===== src/sv/hst_pkg.sv =====
// Shared types and constants of the hall sector tracker.
// Used by every module of the block but hst_checker; depends on nothing.
package hst_pkg;

    localparam int COUNT_WIDTH  = 16;
    localparam int INTERVAL_W   = 16;
    localparam int TIMEOUT_W    = 16;
    localparam int SECTOR_W     = 3;
    localparam int SECTOR_COUNT = 6;
    localparam int PTR_W        = $clog2(SECTOR_COUNT);
    // Common width for comparing the timeout against the counter range
    localparam int LIM_W        = (COUNT_WIDTH > TIMEOUT_W) ? COUNT_WIDTH : TIMEOUT_W;

    localparam logic [COUNT_WIDTH-1:0] CNT_MAX = {COUNT_WIDTH{1'b1}};

    // Hall codes in commutation order: entry i is sector i+1
    localparam logic [SECTOR_W-1:0] HALL_ORDER [SECTOR_COUNT] =
        '{3'd3, 3'd1, 3'd5, 3'd4, 3'd6, 3'd2};

    // APB register map
    localparam int PADDR_W  = 3;
    localparam int PDATA_W  = 32;
    localparam int REG_IDX_W = PADDR_W - 2;
    localparam logic [REG_IDX_W-1:0] REG_STALL_TIMEOUT = '0;
    localparam logic [TIMEOUT_W-1:0] STALL_TIMEOUT_RST = 16'd1000;

    typedef logic [SECTOR_W-1:0]   t_sector;
    typedef logic [INTERVAL_W-1:0] t_interval;

    typedef struct packed {
        t_sector                            sector_now;
        t_sector                            sector_prev;
        t_interval                          elapsed;
        logic [SECTOR_COUNT-1:0][INTERVAL_W-1:0] intervals;
        t_sector                            older;
        t_sector                            newer;
        logic                               speed_reset;
    } t_status;

    // Counter-domain value to a 16-bit interval (zero-extend or truncate)
    function automatic t_interval to_interval(input logic [LIM_W-1:0] value);
        return value[INTERVAL_W-1:0];
    endfunction

endpackage


===== src/sv/hst_sector_map.sv =====
// Hall code to sector decoder of the hall sector tracker.
// Depends on hst_pkg (order table).
module hst_sector_map (
    input  hst_pkg::t_sector i_hall_code,
    output hst_pkg::t_sector o_sector
);
    import hst_pkg::*;

    always_comb begin
        // codes outside the table (0 and 7) pass through unchanged
        o_sector = i_hall_code;
        for (int i = 0; i < SECTOR_COUNT; i++) begin
            if (i_hall_code == HALL_ORDER[i]) begin
                o_sector = SECTOR_W'(i + 1);
            end
        end
    end

endmodule


===== src/sv/hst_timer.sv =====
// Commutation timer: tick counter, stall detect, interval ring and sector history.
// Depends on hst_pkg. State registers double as the result register.
module hst_timer (
    input  logic                        i_clk,
    input  logic                        i_rst_n,
    input  logic                        i_advance,
    input  hst_pkg::t_sector            i_sector,
    input  logic [hst_pkg::TIMEOUT_W-1:0] i_timeout,
    output hst_pkg::t_status            o_status
);
    import hst_pkg::*;

    logic [COUNT_WIDTH-1:0] r_count, n_count;
    logic [PTR_W-1:0]       r_ptr, n_ptr;
    t_sector                r_sector, r_prev, r_older, r_newer;
    t_interval              r_ring [SECTOR_COUNT];
    t_interval              n_ring [SECTOR_COUNT];
    logic                   r_stall;

    logic [LIM_W-1:0]       lim_wide;
    logic [COUNT_WIDTH-1:0] limit;
    logic [COUNT_WIDTH-1:0] cnt_inc;
    logic                   stall;
    logic                   change;

    always_comb begin
        lim_wide = (LIM_W'(i_timeout) < LIM_W'(CNT_MAX)) ? LIM_W'(i_timeout) : LIM_W'(CNT_MAX);
        limit    = lim_wide[COUNT_WIDTH-1:0];
        cnt_inc  = (r_count != CNT_MAX) ? COUNT_WIDTH'(r_count + 1'b1) : r_count;
        stall    = (cnt_inc >= limit);
        change   = (i_sector != r_sector);

        n_count = stall ? limit : cnt_inc;
        n_ptr   = r_ptr;
        if (change) begin
            n_ptr = (r_ptr == PTR_W'(SECTOR_COUNT - 1)) ? '0 : PTR_W'(r_ptr + 1'b1);
        end

        for (int k = 0; k < SECTOR_COUNT; k++) begin
            n_ring[k] = stall ? to_interval(LIM_W'(limit)) : r_ring[k];
            // a change on a stall tick stores the timeout into the new slot
            if (change && (n_ptr == PTR_W'(k))) begin
                n_ring[k] = to_interval(LIM_W'(n_count));
            end
        end
        if (change) begin
            n_count = '0;
        end
    end

    always_ff @(posedge i_clk) begin
        if (!i_rst_n) begin
            r_count  <= '0;
            r_ptr    <= '0;
            r_sector <= '0;
            r_prev   <= '0;
            r_older  <= '0;
            r_newer  <= '0;
            r_stall  <= 1'b0;
            for (int k = 0; k < SECTOR_COUNT; k++) begin
                r_ring[k] <= '0;
            end
        end else if (i_advance) begin
            r_count  <= n_count;
            r_ptr    <= n_ptr;
            r_sector <= i_sector;
            r_prev   <= r_sector;
            r_stall  <= stall;
            for (int k = 0; k < SECTOR_COUNT; k++) begin
                r_ring[k] <= n_ring[k];
            end
            if (change) begin
                r_older <= r_newer;
                r_newer <= i_sector;
            end
        end
    end

    always_comb begin
        o_status.sector_now  = r_sector;
        o_status.sector_prev = r_prev;
        o_status.elapsed     = to_interval(LIM_W'(r_count));
        for (int k = 0; k < SECTOR_COUNT; k++) begin
            o_status.intervals[k] = r_ring[k];
        end
        o_status.older       = r_older;
        o_status.newer       = r_newer;
        o_status.speed_reset = r_stall;
    end

endmodule


===== src/sv/hall_sector_tracker_top.sv =====
// Top level of the hall sector tracker: handshakes, APB register and result valid.
// Depends on hst_pkg, hst_sector_map and hst_timer.
//
// Usage:
//   Input channel i_in_valid/o_in_ready carries one 3-bit hall code per control
//   tick. Each accepted transaction yields exactly one status transaction on
//   o_out_valid/i_out_ready: mapped sector, previous sector, elapsed ticks, the
//   six commutation intervals, the two-deep sector history and speed_reset.
//   A hall code accepted at a clock edge is shown as a valid result right
//   after it. Throughput is one transaction per cycle while the receiver is
//   ready, set by the single register stage holding tracker state and result.
//   When the receiver stalls the result holds and o_in_ready drops; a new code
//   is taken in the same cycle the pending result is taken.
//   Synchronous reset (i_rst_n low) clears sector, counter, ring pointer,
//   interval ring and history, drops o_out_valid and sets stall_timeout to 1000.
//   stall_timeout sits at APB byte address 0; write it only while idle.
module hall_sector_tracker_top (
    input  logic                         i_clk,
    input  logic                         i_rst_n,
    input  logic                         i_in_valid,
    output logic                         o_in_ready,
    input  logic [2:0]                   i_hall_code,
    output logic                         o_out_valid,
    input  logic                         i_out_ready,
    output logic [2:0]                   o_sector_now,
    output logic [2:0]                   o_sector_prev,
    output logic [15:0]                  o_elapsed_ticks,
    output logic [15:0]                  o_interval_0,
    output logic [15:0]                  o_interval_1,
    output logic [15:0]                  o_interval_2,
    output logic [15:0]                  o_interval_3,
    output logic [15:0]                  o_interval_4,
    output logic [15:0]                  o_interval_5,
    output logic [2:0]                   o_older_sector,
    output logic [2:0]                   o_newer_sector,
    output logic                         o_speed_reset,
    input  logic                         psel,
    input  logic                         penable,
    input  logic                         pwrite,
    input  logic [hst_pkg::PADDR_W-1:0]  paddr,
    input  logic [hst_pkg::PDATA_W-1:0]  pwdata,
    output logic [hst_pkg::PDATA_W-1:0]  prdata,
    output logic                         pready
);
    import hst_pkg::*;

    logic [TIMEOUT_W-1:0] r_timeout;
    logic                 r_out_valid, n_out_valid;
    logic                 in_accept;
    logic                 reg_sel;
    t_sector              sector;
    t_status              status;

    assign pready  = 1'b1;
    assign reg_sel = (paddr[PADDR_W-1:2] == REG_STALL_TIMEOUT);
    assign prdata  = reg_sel ? PDATA_W'(r_timeout) : '0;

    always_ff @(posedge i_clk) begin
        if (!i_rst_n) begin
            r_timeout <= STALL_TIMEOUT_RST;
        end else if (psel && penable && pwrite && pready && reg_sel) begin
            r_timeout <= pwdata[TIMEOUT_W-1:0];
        end
    end

    assign o_in_ready = i_rst_n && (!r_out_valid || i_out_ready);
    assign in_accept  = i_in_valid && o_in_ready;

    always_comb begin
        n_out_valid = r_out_valid;
        if (in_accept) begin
            n_out_valid = 1'b1;
        end else if (i_out_ready) begin
            n_out_valid = 1'b0;
        end
    end

    always_ff @(posedge i_clk) begin
        if (!i_rst_n) begin
            r_out_valid <= 1'b0;
        end else begin
            r_out_valid <= n_out_valid;
        end
    end

    hst_sector_map u_map (
        .i_hall_code (i_hall_code),
        .o_sector    (sector)
    );

    hst_timer u_timer (
        .i_clk     (i_clk),
        .i_rst_n   (i_rst_n),
        .i_advance (in_accept),
        .i_sector  (sector),
        .i_timeout (r_timeout),
        .o_status  (status)
    );

    assign o_out_valid     = r_out_valid;
    assign o_sector_now    = status.sector_now;
    assign o_sector_prev   = status.sector_prev;
    assign o_elapsed_ticks = status.elapsed;
    assign o_interval_0    = status.intervals[0];
    assign o_interval_1    = status.intervals[1];
    assign o_interval_2    = status.intervals[2];
    assign o_interval_3    = status.intervals[3];
    assign o_interval_4    = status.intervals[4];
    assign o_interval_5    = status.intervals[5];
    assign o_older_sector  = status.older;
    assign o_newer_sector  = status.newer;
    assign o_speed_reset   = status.speed_reset;

endmodule


===== config.mk =====
export PLATFORM = sky130hd
export DESIGN_NAME = hall_sector_tracker_top
export DESIGN_NICKNAME = d
export VERILOG_FILES = /design/src/sv/hst_pkg.sv /design/src/sv/hst_sector_map.sv /design/src/sv/hst_timer.sv /design/src/sv/hall_sector_tracker_top.sv
export SDC_FILE = /design/constraint.sdc
export NUM_CORES = 1
export LEC_CHECK = 0
export ABC_AREA = 1
export BUFFER_PORTS_ARGS = -buffer_cell sky130_fd_sc_hd__buf_2
export CORE_MARGIN = 5
export CORE_UTILIZATION = 50
export CTS_BUF_LIST = sky130_fd_sc_hd__clkbuf_4
export CTS_CLUSTER_SIZE = 40
export DETAILED_ROUTE_END_ITERATION = 10
export GPL_TIMING_DRIVEN = 0
export PLACE_DENSITY = 0.78
export SYNTH_ARGS = -nofsm -noshare
export SYNTH_HDL_FRONTEND = slang
export SYNTH_SLANG_ARGS = --single-unit

===== constraint.sdc =====
create_clock -name i_clk -period 8.3 [get_ports i_clk]
set_input_delay 0 -clock i_clk [delete_from_list [all_inputs] [get_ports i_clk]]
set_output_delay 0 -clock i_clk [all_outputs]
set_load 0.01 [all_outputs]

* Word-level counts from Yosys, hierarchy flattened
Memories as Yosys holds them, arrays and structs flattened.
Cells that the tools add are included.
Widths: inputs -> output; s select.
** Operators by class
- $add $sub $neg :: 2
- Order comparisons :: 2
- Equality and inequality tests :: 14
- Multiplexer cells :: 37
- Bitwise gates (word level) :: 7
- Reductions and logical operators :: 16
** Operators by type and width (count)
- $mux 16 :: 23
- $mux 3 :: 8
- $eq 3x3->1 const B :: 6
- $add 16x1->16 const B :: 1
- $ge 16x16->1 :: 1
- $lt 16x16->1 const B :: 1
- $ne 16x16->1 const B :: 1
- $eq 3x2->1 const B :: 4
- $logic_and 1x1->1 :: 11
- $eq 3x1->1 const B :: 2
- $mux 1 :: 6
- $or 1x1->1 :: 6
- $add 3x1->3 const B :: 1
- $logic_not 3->1 :: 1
- $ne 3x3->1 :: 1
- $reduce_and 2->1 :: 1
- $reduce_bool 2->1 :: 1
- $logic_not 1->1 :: 1
- $logic_or 1x1->1 :: 1
- $not 1->1 :: 1
** Storage, ports and cells
- Bits in registers :: 49
- Bits in writable memories :: 96
- Memories kept :: 1
** Memories
- u_timer.r_ring :: depth 6, width 16, rd ports 6, clocked after Yosys merged registers in 0, write ports 6, RTL line hst_timer.sv:16 : t_interval r_ring [SECTOR_COUNT];

* Depth between registers and ports, before layout
- Depth in word-level cells :: 13
- Mapped depth :: 24
- Gate-level depth less buffers :: 23

* Hierarchy
Synthesis repeated with hierarchy kept, for this count alone.
** Second synthesis, totals
- Cells, all modules :: 1091
- Area total of the unflattened synthesis :: 8264.2 um^2
** By module, submodules not included
- hst_timer :: instances 1, cells each 923, area an instance 7216.9 um^2
- hall_sector_tracker_top :: instances 1, cells each 158, area an instance 1006.0 um^2
- hst_sector_map :: instances 1, cells each 10, area an instance 41.3 um^2

* Worst setup path after synthesis
Ideal clock, no wire load.
- Kind :: register to register
- Start :: reg, netlist name u_timer.r_count[0]
- End :: mem u_timer.r_ring[0][0] (netlist bit) (enable)
- Arrival :: 3.362 ns
- Required time :: 7.906 ns
- Setup slack :: 4.543 ns
- Stages on the path, launching flop included :: 17
- Buffers on the path :: 2
- Path through :: dfxtp_1 > ha_1 > inv_1 > nor2_4 > nand2_4 > nor2_8 > inv_4 > buf_6 > nand3_2 > ha_1 > nand2_1 > nor3_4 > nand2_2 > nand3_4 > buf_4 > nor2_2 > a21oi_1
** RTL lines (RTL line)
- end, declared :: hst_timer.sv:16

==> results.sh <==
export IMPL_status="completed"
export IMPL_clockBufferDepth=2
export IMPL_start_util_pct=50.70
export IMPL_max_freq_mhz=226.3
export IMPL_setup_viol_count_final=0
export IMPL_swShare_pct=29.02
export IMPL_synth_async_reset_ratio_pct=0
export IMPL_path_max_fanout=16
export IMPL_hold_path_class="primary input to register"
export IMPL_worst_slew_pin_slew_ns=1.332
export IMPL_core_um2=16470
export IMPL_p_leak_nw=5.076
export IMPL_nNetsFinal=1350
export IMPL_drc=0
export IMPL_cp_startpoint="u_timer.r_count[1]"
export IMPL_syn2layout_area_growth_pct=22.53
export IMPL_p_comb_share_pct=17.5
export IMPL_cap_viol_max_count=0
export IMPL_r2r_cells=16
export IMPL_antenna_found_initial=0
export IMPL_seq_area_um2=3864
export IMPL_setup_tns_ns=0
export IMPL_min_to="u_timer.r_count[7]"
export IMPL_critPathKind="register to register"
export IMPL_antenna_cells=0
export IMPL_vias=8256
export IMPL_p_clk_share_pct=29.9
export IMPL_rsz0062_at_grt="no"
export IMPL_wirelength_um=27140
export IMPL_crit_required_ns=8.48
export IMPL_fin_crit_ns=4.419
export IMPL_dr_pass1_iters=6
export IMPL_cts_made_buffers=17
export IMPL_avgViaCountPerCell=5.428
export IMPL_seqPwrFrac_pct=52.7
export IMPL_io_pins=205
export IMPL_cts_resized=0
export IMPL_p_sw_uw=465.3
export IMPL_die_y_um=139.2
export IMPL_reg2reg_to="u_timer.r_ring[1][7]"
export IMPL_yosysWarnings=0
export IMPL_yosys_top_cells_area="edfxtp_1, nand2_1, dfxtp_1, a21oi_1, inv_1"
export IMPL_hold_violations=0
export IMPL_final_antenna_net_count=0
export IMPL_r2r_setup_slack_ns=3.88
export IMPL_worst_slack_ns=3.881
export IMPL_p_int_mw=1.138
export IMPL_cp_data_arrival_time_ns=4.60
export IMPL_placement_io_buffers=168
export IMPL_drv_slew=0
export IMPL_min_period_over_period_pct=53.24
export IMPL_holdPathStages=7
export IMPL_synth_area_per_cell_um2=7.981
export IMPL_synth_seq_cells=145
export IMPL_holdWs_ns=0.2035
export IMPL_power_mw=1.603
export IMPL_synthCells=1046
export IMPL_cts_tree="built"
export IMPL_place_hpwl_um=19210
export IMPL_cp_start_kind="register"
export IMPL_grt_pass1_vias=7520
export IMPL_insertion_delay_ns=0.58
export IMPL_rr_startpoint="u_timer.r_count[1]"
export IMPL_row_count=47
export IMPL_dieArea_um2=19380
export IMPL_grtUsageTotal_pct=27.24
export IMPL_synth_edff_count=96
export IMPL_cts_htree_levels=4
export IMPL_multiInputGateArea_um2=3682
export IMPL_final_setup_skew_ns=0.02551
export IMPL_yosysTopAreaCellShare_pct=34.53
export IMPL_max_slew_margin_pct=11.19
export IMPL_synthFlopType="edfxtp_1"
export IMPL_drive_above_1_share_pct=23.98
export IMPL_cts_sinks=145
export IMPL_crit_path_end_kind="register"
export IMPL_n_fill_cell=1398
export IMPL_wl_per_cell_um=17.84
export IMPL_gp_congestion=0.9763
export IMPL_hold_start="i_out_ready"
export IMPL_ys_seq_area_share_pct=46.28
export IMPL_yosysTopAreaCell="edfxtp_1"
export IMPL_vdd_ir_drop_worst_uv=126.8
export IMPL_clk_pin_slew_worst_paths_ns=0.13
export IMPL_power_per_cell_area_nw_per_um2=156.8
export IMPL_gr_total_overflow=0
export IMPL_post_place_ws_ns=3.941
export IMPL_syn_area_um2=8348
export IMPL_drt_iter0_markers=1112
export IMPL_grt_pass1_wl_um=40930
export IMPL_grt_max_degree=17
export IMPL_cts_root_buf="clkbuf_4"
export IMPL_yosysUniqueCellTypes=37
export IMPL_die_w_um=139.2
## power groups by stage
| stage | Combinational (mW) | Sequential (mW) | Clock, mW |
|---|---|---|---|
| 6_report | 0.280 | 0.845 | 0.479 |
| 5_1_grt | 0.302 | 0.850 | 0.515 |
| 4_1_cts | 0.273 | 0.845 | 0.483 |
| 3_5_place_dp | 0.259 | 0.862 | 0 |
| 3_3_place_gp | 0.254 | 0.861 | 0 |
| 2_1_floorplan | 0.137 | 0.884 | 0 |
## sequential cells by signal, indices dropped and copies added (netlist names)
signal / count
u_timer.r_count: 16
u_timer.r_stall: 1
u_timer.r_older: 3
u_timer.r_prev: 3
o_out_valid: 1
u_timer.r_sector: 3
u_timer.r_ring: 96
u_timer.r_ptr: 3
r_timeout: 16
u_timer.r_newer: 3
## worst max-delay path by stage
| stage | cells after the start | to |
|---|---|---|
| floorplan | 16 | u_timer.r_ring[0][0] |
| global placement | 16 | u_timer.r_ring[3][4] |
| detailed placement | 16 | u_timer.r_ring[0][6] |
| CTS | 16 | u_timer.r_ring[0][4] |
| global route | 18 | u_timer.r_ring[1][9] |
| finish | 16 | u_timer.r_ring[1][7] |
## per-stage QoR
step	cells	area [µm²]	utilization (%)
2_1_floorplan	1061	8404	-
3_3_place_gp	1449	9520	57.82
4_1_cts	1520	10220	62.05
3_5_place_dp	1449	9532	57.89
5_1_grt	1521	10230	62.12
6_report	1521	10230	62.12
## cells in the final DEF, fill, tap and decap left out, drive strengths merged
cell         instances
buf                215
nor2                90
dlygate4sd3         39
edfxtp              96
inv                119
o211ai               7
o22ai                3
o21ai               41
a21o                 1
dfxtp               49
nand3               68
xor2                 1
a21oi              112
nor3                 3
conb                17
clkinv              19
clkbuf              34
and3                 1
nand4               31
ha                  17
nand2              335
bufinv               3
## area by class of cell
class / instances / share of cell area, %
inverters: 127 / 4.709
clock buffers: 18 / 1.321
repair buffers: 208 / 12.11
well taps: 220 / 2.691
flip-flops and latches: 145 / 37.77
plain buffers: 62 / 3.829
multi-input cells: 727 / 36.00
clock inverters: 14 / 1.566
## routing by layer
| layer | part of all wire [%] | global-route usage [%] | vias to the layer above |
|---|---|---|---|
| met3 | 14 | 8.165 | 85 |
| li1 | - | - | 3893 |
| met1 | 39 | 36.27 | 3652 |
| met2 | 43 | 41.01 | 624 |
| met5 | 0.18 | 2.005 | - |
| met4 | 4.2 | 12.20 | 2 |
## cell usage after synthesis, types with 2 or more instances
cell	number
conb_1	2
nand2_2	13
nor3_1	2
o21ai_1	6
nand2_1	316
buf_2	16
inv_4	2
nand3_4	6
clkbuf_1	16
nand2_8	2
buf_6	7
clkinv_1	15
edfxtp_1	96
nand4_2	2
nand4_1	22
o211ai_1	7
o22ai_1	3
nand4_4	7
nand3_2	4
nand3_1	58
nand2_4	4
nor2_1	79
ha_1	17
inv_1	102
o21ai_0	35
nor2_2	7
nor2_4	3
a21oi_1	111
buf_4	23
inv_2	8
dfxtp_1	49
## critical path, stage by stage (launching register included)
cell     delay [ns]
dfxtp_1        0.50
ha_1           0.29
inv_1          0.11
nor2_4         0.17
nand2_4        0.10
nor2_8         0.19
inv_4          0.05
buf_6          0.16
nand3_2        0.13
ha_1           0.18
nand2_1        0.13
nor3_4         0.28
nand2_2        0.21
nand3_4        0.19
buf_4          0.19
nor2_2         0.12
a21oi_1        1.03
## logic make-up after synthesis
family | after synthesis | share of synthesized area [%]
AND/OR/NAND/NOR | 528 | 30.26
buffers and inverters | 189 | 10.46
AO/OA/AOI/OAI | 164 | 10.25
flip-flops | 145 | 46.28
adder cells (fa/ha/maj) | 17 | 2.548
other | 2 | 0.08996
XOR/XNOR | 1 | 0.1049
## what timing repair did
action,CTS,global route
setup endpoints to repair,0,0
buffers inserted,0,0
endpoints found under the hold margin,37,0
hold buffers,39,0
Power figures use the tool's default switching activity.
